==> config.mk <==
export PLATFORM = sky130hd
export DESIGN_NAME = pclip_div
export DESIGN_NICKNAME = d
export VERILOG_FILES = /design/src/rtl/pclip_pkg.sv /design/src/rtl/pclip_div.sv
export SDC_FILE = /design/constraint.sdc
export NUM_CORES = 1
export LEC_CHECK = 0
export BUFFER_PORTS_ARGS = -buffer_cell sky130_fd_sc_hd__buf_2
export CAP_MARGIN = 5
export CORE_MARGIN = 8
export CORE_UTILIZATION = 44
export DETAILED_ROUTE_END_ITERATION = 10
export HOLD_SLACK_MARGIN = 0.02
export PLACE_DENSITY = 0.67
export SYNTH_ARGS = -nofsm -noshare
export SYNTH_HDL_FRONTEND = slang
export SYNTH_SLANG_ARGS = --single-unit
==> constraint.sdc <==
create_clock -name clk_i -period 5.5 [get_ports clk_i]
set_input_delay 1.375 -clock clk_i [delete_from_list [all_inputs] [get_ports clk_i]]
set_output_delay 1.375 -clock clk_i [all_outputs]
set_load 0.05 [all_outputs]
==> src/rtl/pclip_pkg.sv <==
// ----------------------------------------------------------------------------
// pclip_pkg
// Shared widths, types and register codes of the polygon plane clipper.
// ----------------------------------------------------------------------------
package pclip_pkg;

  localparam int CoordW   = 32;
  localparam int NormW    = 16;
  localparam int TFrac    = 16;
  localparam int NumComp  = 8;
  localparam int DistW    = CoordW + NormW + 4;
  localparam int DataW    = 5 * CoordW + 3 * NormW;
  localparam int DataBytesW = ((DataW + 7) / 8) * 8;

  // Every component is held sign extended to CoordW bits:
  // 0..2 position, 3..5 normal, 6..7 texture coordinate.
  typedef logic [NumComp-1:0][CoordW-1:0] vtx_t;

  localparam logic [1:0] RegNormX  = 2'd0;
  localparam logic [1:0] RegNormY  = 2'd1;
  localparam logic [1:0] RegNormZ  = 2'd2;
  localparam logic [1:0] RegOffset = 2'd3;

endpackage

==> src/rtl/pclip_div.sv <==
// ----------------------------------------------------------------------------
// pclip_div
// Bit-serial restoring divider: t = floor(|da| * 2^TFrac / (|da| + |db|)),
// one quotient bit per cycle.
// ----------------------------------------------------------------------------
module pclip_div (
  input  logic                                  clk_i,
  input  logic                                  rst_ni,
  input  logic                                  start_i,
  input  logic signed [pclip_pkg::DistW-1:0]    da_i,
  input  logic signed [pclip_pkg::DistW-1:0]    db_i,
  output logic                                  done_o,
  output logic        [pclip_pkg::TFrac:0]      t_o
);

  localparam int CntW = $clog2(pclip_pkg::TFrac + 1);
  localparam int RemW = pclip_pkg::DistW + 2;

  logic                           busy_q;
  logic [CntW-1:0]                cnt_q;
  logic [RemW-1:0]                rem_q;
  logic [pclip_pkg::DistW:0]      den_q;
  logic [pclip_pkg::TFrac:0]      quo_q;
  logic                           done_q;
  logic [pclip_pkg::DistW-1:0]    mag_a;
  logic [pclip_pkg::DistW-1:0]    mag_b;
  logic [RemW-1:0]                trial;
  logic                           take;

  assign mag_a = da_i[pclip_pkg::DistW-1] ? 0 - da_i : da_i;
  assign mag_b = db_i[pclip_pkg::DistW-1] ? 0 - db_i : db_i;
  assign trial = (cnt_q == '0) ? rem_q : {rem_q[RemW-2:0], 1'b0};
  assign take  = trial >= {1'b0, den_q};

  always_ff @(posedge clk_i or negedge rst_ni) begin
    if (!rst_ni) begin
      busy_q <= 1'b0;
      done_q <= 1'b0;
      cnt_q  <= '0;
    end else begin
      done_q <= 1'b0;
      if (start_i) begin
        busy_q <= 1'b1;
        cnt_q  <= '0;
        rem_q  <= {2'b00, mag_a};
        den_q  <= {1'b0, mag_a} + {1'b0, mag_b};
        quo_q  <= '0;
      end else if (busy_q) begin
        rem_q <= take ? trial - {1'b0, den_q} : trial;
        quo_q <= {quo_q[pclip_pkg::TFrac-1:0], take};
        cnt_q <= cnt_q + 1'b1;
        if (cnt_q == CntW'(pclip_pkg::TFrac)) begin
          busy_q <= 1'b0;
          done_q <= 1'b1;
        end
      end
    end
  end

  assign done_o = done_q;
  assign t_o    = quo_q;

endmodule

==> run summary, run 1 <==
Count of flip-flops with a built-in enable after synthesis: 124
TNS Setup: 0 ns
Setup repair after global routing missed its margin: no
Vertical die dimension: 200 um
Most common library cells after synthesis: 160 x nand2_1, 145 x xnor2_1, 124 x edfxtp_1
Total leakage power: 7.93 nW
I/O pin count: 125
Residual DRC: 0
Number of levels the H-tree was split into: 4
DIE AREA: 0.0399 sq mm
Path class of the lowest-slack min-delay path: reg2reg
Syn Inst Count: 1714
Worst setup EP type: register
GRT Util Overall: 22.6%
Warning count from the yosys run: 0
Power density over cell area: 368 mW/mm^2
Syn_area_per_cell: 8.67 sq um
Data required time at the worst endpoint: 5.68 ns
Slew headroom: 25.1%
Final worst clock skew: 0.0101 ns
Post-synthesis instance area: 0.0149 sq mm
Horizontal extent of the die: 200 um
Setup slack at placement: -0.230 ns
Sinks on Clock Net: 131
Post-synthesis net count: 1932
Critical path class: in2reg
Largest net degree at the start of global routing: 75
Top cells by area, synth: edfxtp_1 25%, ha_1 9.2%, xnor2_1 8.5%
# rows: 67
Clock tree buffer depth: 2
Final ANT Viol Nets: 0
CTS tree: done
End-of-flow core utilization: 54.1%
Sequential area share after synthesis: 26.2%
Achievable frequency: 189 MHz
Final weighted congestion of routability-driven global placement: 0.907
Maximum resistive drop on vdd: 0.000258 V
Average routed wire per standard cell: 18.4 um
Register cell area after layout: 0.00390 sq mm
Effective utilization at floorplan: 44.5%
Worst Path Max Fanout: 5
Area taken by multi-input logic gates: 0.0104 sq mm
Worst Tran Pin Value: 1.12 ns
Vias in the first global route: 13.7k
CP Launch Type: primary input
Total global routing overflow: 0
Yosys top cell area share: 25.1%
Max-cap check violation count: 0
Count of cell types in the netlist: 95
Most area-hungry cell type in the Yosys netlist: edfxtp_1
Total of flip-flops plus latches after synthesis: 131
Share of flip-flops with an asynchronous set or reset: 5.34%
Initial detailed-routing violation count: 1044
Post-layout power: 6.65 mW
# placed instances: 2434
First-pass GRT wire length: 71900 um
Library cell with the highest instance count after synthesis: nand2_1
Clock tree root buffer cell: clkbuf_16
R2R setup slack: 0.61 ns
Filler Cell Count: 3152
Hold violation total from the final report: 0
Post-route insts no fill: 2466
Outcome: finished, final reports clean
Total routed wirelength: 45400 um
Clock latency of the later-clocked register in the worst-skew pair: 0.43 ns
Core outline area: 0.0334 sq mm
TritonCTS buffer count: 17
# hold bufs at CTS: 0
Fraction of layout instances using a drive strength above 1: 24.6%
Hpwl dp: 37300 um
Final critical-path setup slack: 0.209 ns
Count of pins over their slew limit: 0
Layout-stage area growth over the synthesis result: 21.6%
Clock transition at the register clock pins on the worst setup and hold paths after CTS: 0.06 ns
Antenna violations before repair: 0
Main flop type after synthesis: edfxtp_1
Fin nets: 2224
Number of search-and-repair iterations in the first detailed-routing pass: 6
Via Count: 14.0k
Count of port buffers added during placement: 124
Vias per std cell: 5.69
Period minus WS final: 5.29 ns
Final-report setup violation count: 0
WP data arrival: 5.47 ns
Fraction of the cycle the final worst path needs: 96.2%
Antenna cell count: 0
final cells by class:
type / count / area share [%]
Multi-Input combinational cell: 1412 / 57.3
Sequential cell: 131 / 21.6
Timing Repair Buffer: 347 / 12.8
Tap cell: 448 / 3.10
Clock buffer: 18 / 2.38
Inverter: 97 / 2.02
Clock inverter: 13 / 0.762
timing repair:
action	CTS	global route
hold endpoints to repair	0	0
setup endpoints to repair	0	3
buffers inserted	0	1
resized for setup	0	4
flip-flops by register name, summed over array words and instances, names as in the netlist:
name and count:
rem_q 54, cnt_q 5, busy_q 1, den_q 53
t_o 17, done_o 1
power by group:
part | total (mW) | switching, mW | internal (mW)
registers | 1.46 | 0.0813 | 1.38
clock network | 1.09 | 0.427 | 0.661
logic | 4.09 | 2.31 | 1.78
total | 6.65 | 2.82 | 3.83
logic make-up (layout without fill, tap and decap cells):
| group | Yosys count | in the layout | share of synthesized area (%) |
|---|---|---|---|
| compound gates | 513 | 513 | 23.3 |
| simple gates | 488 | 488 | 17.3 |
| xor+xnor | 201 | 201 | 12.1 |
| buf+inv | 171 | 475 | 4.41 |
| flops | 131 | 131 | 26.2 |
| fa+ha+maj | 111 | 111 | 9.45 |
| mux | 99 | 99 | 7.13 |
final timing paths:
kind / from / cells after the start / end
setup / recovery: da_i[5] / 18 / den_q[50]
min in group asynchronous: rst_ni / 2 / cnt_q[1]
setup reg to reg: cnt_q[0] / 19 / rem_q[37]
hold reg to reg: cnt_q[3] / 2 / cnt_q[3]
hold / removal: cnt_q[3] / 2 / cnt_q[3]
max in group asynchronous: rst_ni / 2 / cnt_q[4]
metrics by stage:
step / hold slack, ns / cell area, sq um
5_1_grt: 0.615 / 18100
3_5_place_dp: 0.575 / 17500
2_1_floorplan: 0.526 / 14900
6_report: 0.578 / 18100
4_1_cts: 0.585 / 18000
3_3_place_gp: 0.546 / 17500
metal layers:
metal  track usage, %  part of all wire, %
met3             2.60                  6.2
met5                0                    0
met1             32.8                   48
met2             35.1                   44
met4             5.94                  1.8
critical path, cell delays in order:
cell	delay, ns
buf_2	0.12
nor4_4	0.35
buf_4	0.18
and3_1	0.19
a21oi_1	0.13
xor2_1	0.39
ha_1	0.38
a21oi_1	0.17
o21ai_0	0.15
a311o_1	0.36
a211o_1	0.28
o22a_1	0.18
o2111ai_1	0.21
a221oi_2	0.13
a21oi_2	0.23
o21ai_4	0.11
a2111o_1	0.38
o311a_1	0.13
placed cells by master, fill, tap and decap left out, types with 22 or more instances in the layout:
cell	n
nand4_1	35
edfxtp_1	124
nor2_1	101
nand2_1	160
inv_1	95
o21ai_0	115
ha_1	109
o31ai_1	28
xor2_1	51
mux2i_1	45
xnor2_1	145
buf_4	221
mux2_2	54
nand3_1	30
a21oi_1	115
nand2b_1	22
a21o_1	82
buf_2	124
Power figures use the tool's default switching activity.
==> run 2, diff against run 1 <==
--- a/config.mk
+++ b/config.mk
@@ -8,10 +8,11 @@
 export BUFFER_PORTS_ARGS = -buffer_cell sky130_fd_sc_hd__buf_2
 export CAP_MARGIN = 5
 export CORE_MARGIN = 8
-export CORE_UTILIZATION = 44
+export CORE_UTILIZATION = 45
 export DETAILED_ROUTE_END_ITERATION = 10
 export HOLD_SLACK_MARGIN = 0.02
-export PLACE_DENSITY = 0.67
+export PLACE_DENSITY = 0.68
+export RECOVER_POWER = 50
 export SYNTH_ARGS = -nofsm -noshare
 export SYNTH_HDL_FRONTEND = slang
 export SYNTH_SLANG_ARGS = --single-unit
==> constraint.sdc (replaced) <==
create_clock -name clk_i -period 5.5 [get_ports clk_i]
set_input_delay 1.375 -clock clk_i [delete_from_list [all_inputs] [get_ports clk_i]]
set_output_delay 1.375 -clock clk_i [all_outputs]
set_load 0.005 [all_outputs]
==> run 2 against run 1 <==
Against the previous run: design area is essentially flat; setup slack worse by 0.037 ns; register-to-register slack worse by 0.16 ns; first-iteration DRC count fell by 6.0%; combinational power about the same; clock skew up 0.0034 ns; largest power group unchanged; via count rose by 1.3%; the flow now finishes with violations (max-capacitance violations, max-slew violations); largest cell class unchanged; highest routed layer unchanged.
==> run summary, run 2 (synthesis results as in run 1) <==
Outcome: finished with violations
Violated checks: max-capacitance violations, max-slew violations
CP Launch Type: primary input
Endpoint, Worst Hold: cnt_q[3]
WHS Path Cells: 2 (unchanged)
Count of pins over their slew limit: 92 (+92)
Number of search-and-repair iterations in the first detailed-routing pass: 6 (unchanged)
Total global routing overflow: 0 (unchanged)
Worst Tran Pin Value: 2.58 ns (+1.46 ns)
Worst setup EP type: register
I/O pin count: 125 (unchanged)
Period minus WS final: 5.33 ns (+0.0373 ns)
R2R setup slack: 0.45 ns (-0.16 ns)
Count of port buffers added during placement: 124 (unchanged)
Post-layout power: 6.69 mW (+0.63%)
DIE AREA: 0.0391 sq mm (-2.0%)
Largest net degree at the start of global routing: 54 (-28%)
Setup repair after global routing missed its margin: no
Sinks on Clock Net: 131 (unchanged)
Antenna violations before repair: 0 (unchanged)
CTS tree: done
Clock latency of the later-clocked register in the worst-skew pair: 0.43 ns (about the same)
Endpoint of the most critical register-to-register path: rem_q[53]
Via Count: 14.2k (+1.3%)
TritonCTS buffer count: 17 (unchanged)
Final-report setup violation count: 0 (unchanged)
Worst Path Max Fanout: 5 (unchanged)
Fraction of the cycle the final worst path needs: 96.9% (+0.68 points)
Final worst clock skew: 0.0135 ns (+0.00342 ns)
Area taken by multi-input logic gates: 0.0104 sq mm (about the same)
Vias per std cell: 5.78 (+1.5%)
WP data arrival: 5.50 ns (+0.03 ns)
Average routed wire per standard cell: 18.5 um (+0.52%)
Register cell area after layout: 0.00390 sq mm (unchanged)
Hpwl dp: 37100 um (-0.61%)
Total leakage power: 7.89 nW (-0.52%)
Initial detailed-routing violation count: 981 (-6.0%)
Number of flip-flops in the largest register: 54 (unchanged)
Hold violation total from the final report: 0 (unchanged)
Number of buffers inserted to repair setup after CTS: 0 (unchanged)
Critical path class: in2reg
Vias in the first global route: 13.8k (+1.2%)
Number of levels the H-tree was split into: 4 (unchanged)
Core outline area: 0.0325 sq mm (-2.5%)
Total routed wirelength: 45500 um (+0.28%)
Maximum resistive drop on vdd: 0.000262 V (+1.9%)
Filler Cell Count: 3032 (-3.8%)
Path class of the lowest-slack min-delay path: reg2reg
Post-place instance area: 0.0175 sq mm (about the same)
GRT Util Overall: 23.0% (+0.45 points)
Leading cell types in the layout, fill and taps excluded: 213 x buf_4, 160 x nand2_1, 145 x xnor2_1
Power density over cell area: 370 mW/mm^2 (+0.65%)
Achievable frequency: 188 MHz (-0.70%)
Slew headroom: -72.3% (-97 points)
Finished Cell Area: 0.0181 sq mm (about the same)
Clock tree root buffer cell: clkbuf_16
Vertical die dimension: 198 um (-1.0%)
# rows: 66 (-1.5%)
Max-cap check violation count: 2 (+2)
Clock tree buffer depth: 2 (unchanged)
Final ANT Viol Nets: 0 (unchanged)
Most common cell after layout, fill and taps aside: buf_4
First-pass GRT wire length: 72700 um (+1.0%)
Fin nets: 2223 (-0.045%)
Clock transition at the register clock pins on the worst setup and hold paths after CTS: 0.06 ns (about the same)
Antenna cell count: 0 (unchanged)
Fraction of layout instances using a drive strength above 1: 23.8% (-0.79 points)
Top reg by flops: rem_q
Data required time at the worst endpoint: 5.67 ns (about the same)
Residual DRC: 0 (unchanged)
Number of cells on the worst reg-to-reg path: 20 (+1)
Effective utilization at floorplan: 45.7% (+1.1 points)
Worst reg2reg path startpoint: cnt_q[0]
Horizontal extent of the die: 198 um (-1.0%)
Final weighted congestion of routability-driven global placement: 0.927 (+2.3%)
Hold wc startpoint: cnt_q[3]
Layout-stage area growth over the synthesis result: 21.6% (about the same)
-- run 2: cell count changes in the layout (fill, tap and decap cells not counted), moves of 3 or more --
cell,change
clkbuf_1,+19
buf_2,-13
buf_4,-8
clkinvlp_4,-3
inv_6,+3
-- run 2: area by class of cell --
type / instances / area share (%)
clock inverter: 14 / 0.977
clock buffer: 18 / 2.38
sequential: 131 / 21.6
timing repair buffer: 346 / 12.6
multi-input combinational: 1412 / 57.4
inverter: 97 / 2.02
tap: 442 / 3.06
-- run 2: what timing repair did --
| action | in CTS | in global routing |
|---|---|---|
| resized for setup | 0 | 5 |
| hold buffers | 0 | 0 |
| setup endpoints to repair | 0 | 8 |
-- run 2: report_power, final --
part | internal [mW] | switching, mW | total, mW | leakage [nW]
combinational | 1.77 | 2.29 | 4.06 | 6.30
clock | 0.718 | 0.450 | 1.17 | 0.292
sequential | 1.38 | 0.0799 | 1.46 | 1.30
total | 3.86 | 2.82 | 6.69 | 7.89
-- run 2: metrics by stage --
stage / utilization [%] / hold WS (ns) / instances / worst slack [ns] / TNS (ns)
6_report: 55.5 / 0.581 / 2460 / 0.171 / 0
5_1_grt: 55.5 / 0.624 / 2460 / 0.00286 / 0
4_1_cts: 55.5 / 0.579 / 2460 / 0.155 / 0
3_5_place_dp: 53.7 / 0.562 / 2428 / -0.300 / -2.05
3_3_place_gp: 53.7 / 0.547 / 2428 / -0.199 / -1.03
2_1_floorplan: - / 0.526 / 1714 / 0.0870 / 0
-- run 2: critical path: stages --
cell       delay (ns)
buf_2            0.12
nor4_4           0.35
nand3_1          0.19
or3_1            0.36
o31ai_1          0.26
xnor2_1          0.21
ha_1             0.32
and3_1           0.23
a311oi_2         0.30
o211ai_1         0.17
o211ai_1         0.18
a211oi_2         0.14
o2111a_2         0.30
nand2b_4         0.17
a311o_2          0.42
a2111oi_4        0.31
nor4b_2          0.08
-- run 2: worst max path at each step --
stage,startpoint,to,cells after the start
2_1_floorplan,db_i[7],den_q[51],18
3_3_place_gp,db_i[7],den_q[51],19
3_5_place_dp,da_i[5],den_q[51],17
4_1_cts,da_i[5],den_q[51],17
5_1_grt,db_i[7],den_q[29],20
6_report,da_i[5],den_q[51],17
-- run 2: layer usage --
metal  up-vias  routed length (um)  part of all wire, %  track usage (%)
met5         -                   0                    0                0
met4         0                 850                  1.9             6.17
met3        47                3210                  7.1             3.78
met2       512               19600                   43             34.7
met1      6712               21800                   48             33.5
li1       6943                   -                    -                -
==> run 3, diff against run 2 <==
--- a/config.mk
+++ b/config.mk
@@ -5,13 +5,13 @@
 export SDC_FILE = /design/constraint.sdc
 export NUM_CORES = 1
 export LEC_CHECK = 0
-export BUFFER_PORTS_ARGS = -buffer_cell sky130_fd_sc_hd__buf_2
 export CAP_MARGIN = 5
 export CORE_MARGIN = 8
 export CORE_UTILIZATION = 45
 export DETAILED_ROUTE_END_ITERATION = 10
+export DONT_BUFFER_PORTS = 1
 export HOLD_SLACK_MARGIN = 0.02
-export PLACE_DENSITY = 0.68
+export PLACE_DENSITY = 0.65
 export RECOVER_POWER = 50
 export SYNTH_ARGS = -nofsm -noshare
 export SYNTH_HDL_FRONTEND = slang
==> run 3 against run 2 <==
Against the previous run: the flow still finishes with violations (max-capacitance violations, max-slew violations); clock-buffer cell count did not move; sequential cell count did not move; first-iteration DRC count is 12% higher; sequential share of layout area is 1.5 points higher; combinational power down 3%; utilization fell by 3.6 points; fmax rose by 2.8%; setup slack gained 0.14 ns; non-clock buffer count shrank 202; largest power group unchanged; highest routed layer unchanged.
==> run summary, run 3 (synthesis results as in run 1) <==
DIE AREA: 0.0391 sq mm (unchanged)
Clock tree buffer depth: 2 (unchanged)
Layout-stage area growth over the synthesis result: 13.6%
Routed wl met3: 3490 um (+8.6%)
Count of port buffers added during placement: 0 (-100%)
Cts repair resizes: 0 (unchanged)
Horizontal extent of the die: 198 um (unchanged)
CP Launch Type: primary input
Final worst clock skew: 0.0105 ns (-0.00300 ns)
Total leakage power: 7.07 nW (-10%)
Worst Path Max Fanout: 4 (-1)
Hold violation total from the final report: 0 (unchanged)
Clock latency of the later-clocked register in the worst-skew pair: 0.44 ns (about the same)
Post-layout power: 6.57 mW (-1.8%)
Largest net degree at the start of global routing: 77 (+43%)
Maximum resistive drop on vdd: 0.000259 V (-1.4%)
M1 wire length: 21300 um (-2.3%)
Final weighted congestion of routability-driven global placement: 0.936 (+0.96%)
Outcome: finished with violations
Power density over cell area: 389 mW/mm^2 (+5.1%)
Antenna violations before repair: 0 (unchanged)
GRT Util Overall: 22.5% (-0.53 points)
Final critical-path setup slack: 0.315 ns (+0.144 ns)
Leading cell types in the layout, fill and taps excluded: 160 x nand2_1, 145 x xnor2_1, 137 x buf_4
Crit path max-delay cell type: o41ai_1
Number of buffers inserted to repair setup after CTS: 0 (unchanged)
Vertical die dimension: 198 um (unchanged)
Setup slack at placement: -0.0893 ns (+0.211 ns)
Highest routed layer: met4
Clock transition at the register clock pins on the worst setup and hold paths after CTS: 0.06 ns (about the same)
Violated checks: max-capacitance violations, max-slew violations
Average routed wire per standard cell: 19.8 um (+6.9%)
# placed instances: 2226 (-8.3%)
Fraction of the cycle the final worst path needs: 94.3% (-2.6 points)
Number of levels the H-tree was split into: 4 (unchanged)
Number of flip-flops in the largest register: 54 (unchanged)
Setup repair after global routing missed its margin: no
Data required time at the worst endpoint: 5.68 ns (about the same)
# hold bufs at CTS: 0 (unchanged)
Hpwl dp: 36300 um (-2.2%)
Number of search-and-repair iterations in the first detailed-routing pass: 7 (+1)
Delay of the slowest critical-path stage: 0.43 ns (about the same)
Core outline area: 0.0325 sq mm (unchanged)
Final-report setup violation count: 0 (unchanged)
Via Count: 13.3k (-6.3%)
I/O pin count: 125 (unchanged)
Most common cell after layout, fill and taps aside: nand2_1
Vias in the first global route: 12.7k (-7.8%)
Achievable frequency: 193 MHz (+2.8%)
Number of cells on the worst reg-to-reg path: 18 (-10%)
Post-Route Hold Slack: 0.576 ns (-0.00526 ns)
Post-route insts no fill: 2258 (-8.2%)
# rows: 66 (unchanged)
Slew headroom: -83.2% (-11 points)
TritonCTS buffer count: 17 (unchanged)
Fraction of layout instances using a drive strength above 1: 16.0% (-7.9 points)
Top reg by flops: rem_q
Clock tree root buffer cell: clkbuf_16
WHS Path Cells: 2 (unchanged)
CTS tree: done
Initial detailed-routing violation count: 1100 (+12%)
Effective utilization at floorplan: 45.7% (unchanged)
Antenna cell count: 0 (unchanged)
Period minus WS final: 5.18 ns (-0.144 ns)
Max-cap check violation count: 2 (unchanged)
Path class of the lowest-slack min-delay path: reg2reg
Sinks on Clock Net: 131 (unchanged)
Worst setup EP type: register
Critical path class: in2reg
TNS Setup: 0 ns (unchanged)
Final ANT Viol Nets: 0 (unchanged)
Met2 routed WL: 18800 um (-4.1%)
Vias per std cell: 5.90 (+2.1%)
Total global routing overflow: 0 (unchanged)
Count of pins over their slew limit: 87 (-5.4%)
Worst Tran Pin Value: 2.75 ns (+0.164 ns)
Critical path, cell by cell: nor4_4 > buf_4 > and3_1 > nand3_1 > o41ai_1 > xnor2_1 > ha_1 > buf_4 > a21oi_1 > o21ai_0 > a221o_1 > nor3_1 > a221oi_2 > a21oi_2 > o21ai_4 > a2111o_1 > o311a_1
WP data arrival: 5.37 ns (-0.13 ns)
Total routed wirelength: 44600 um (-1.9%)
Most common cell on crit path: buf_4
Residual DRC: 0 (unchanged)
Fin nets: 2021 (-9.1%)
First-pass GRT wire length: 69800 um (-4.0%)
[run 3: layout make-up]
cell class,instances,area [sq um]
multi-input cells,1412,10300
flip-flops and latches,131,3900
fillers,3103,15700
repair buffers,144,1120
clock inverters,14,179
well taps,442,553
clock buffers,18,429
inverters,97,364
[run 3: final timing paths]
path | slack [ns] | from | endpoint
setup / recovery | 0.32 | da_i[5] | den_q[50]
hold / removal | 0.58 | cnt_q[3] | cnt_q[3]
setup reg to reg | 0.51 | cnt_q[0] | rem_q[21]
hold reg to reg | 0.58 | cnt_q[3] | cnt_q[3]
max in group asynchronous | 4.79 | rst_ni | cnt_q[3]
min in group asynchronous | 0.64 | rst_ni | cnt_q[1]
[run 3: per-layer routing]
layer	vias to the layer above	track usage [%]
met3	47	4.91
li1	6527	-
met1	6298	32.1
met5	-	0
met2	448	33.5
met4	0	6.61
[run 3: through the flow]
step                utilization, %  area [sq um]
floorplan                        -         14900
global placement              50.0         16300
detailed placement            50.0         16300
CTS                           51.9         16900
global route                  51.9         16900
finish                        51.9         16900
[run 3: worst max-delay path, delay by kind of cell]
family | cells | cell delay [ns]
adder cells (fa/ha/maj) | 1 | 0.33
AO/OA/AOI/OAI | 9 | 2.08
XOR/XNOR | 1 | 0.27
AND/OR/NAND/NOR | 4 | 0.96
buffers and inverters | 2 | 0.34
[run 3: report_power, final]
part,total (mW),switching [mW],internal (mW)
Sequential,1.46,0.0816,1.38
Clock,1.18,0.464,0.717
Combinational,3.92,2.20,1.72
Total,6.57,2.75,3.82
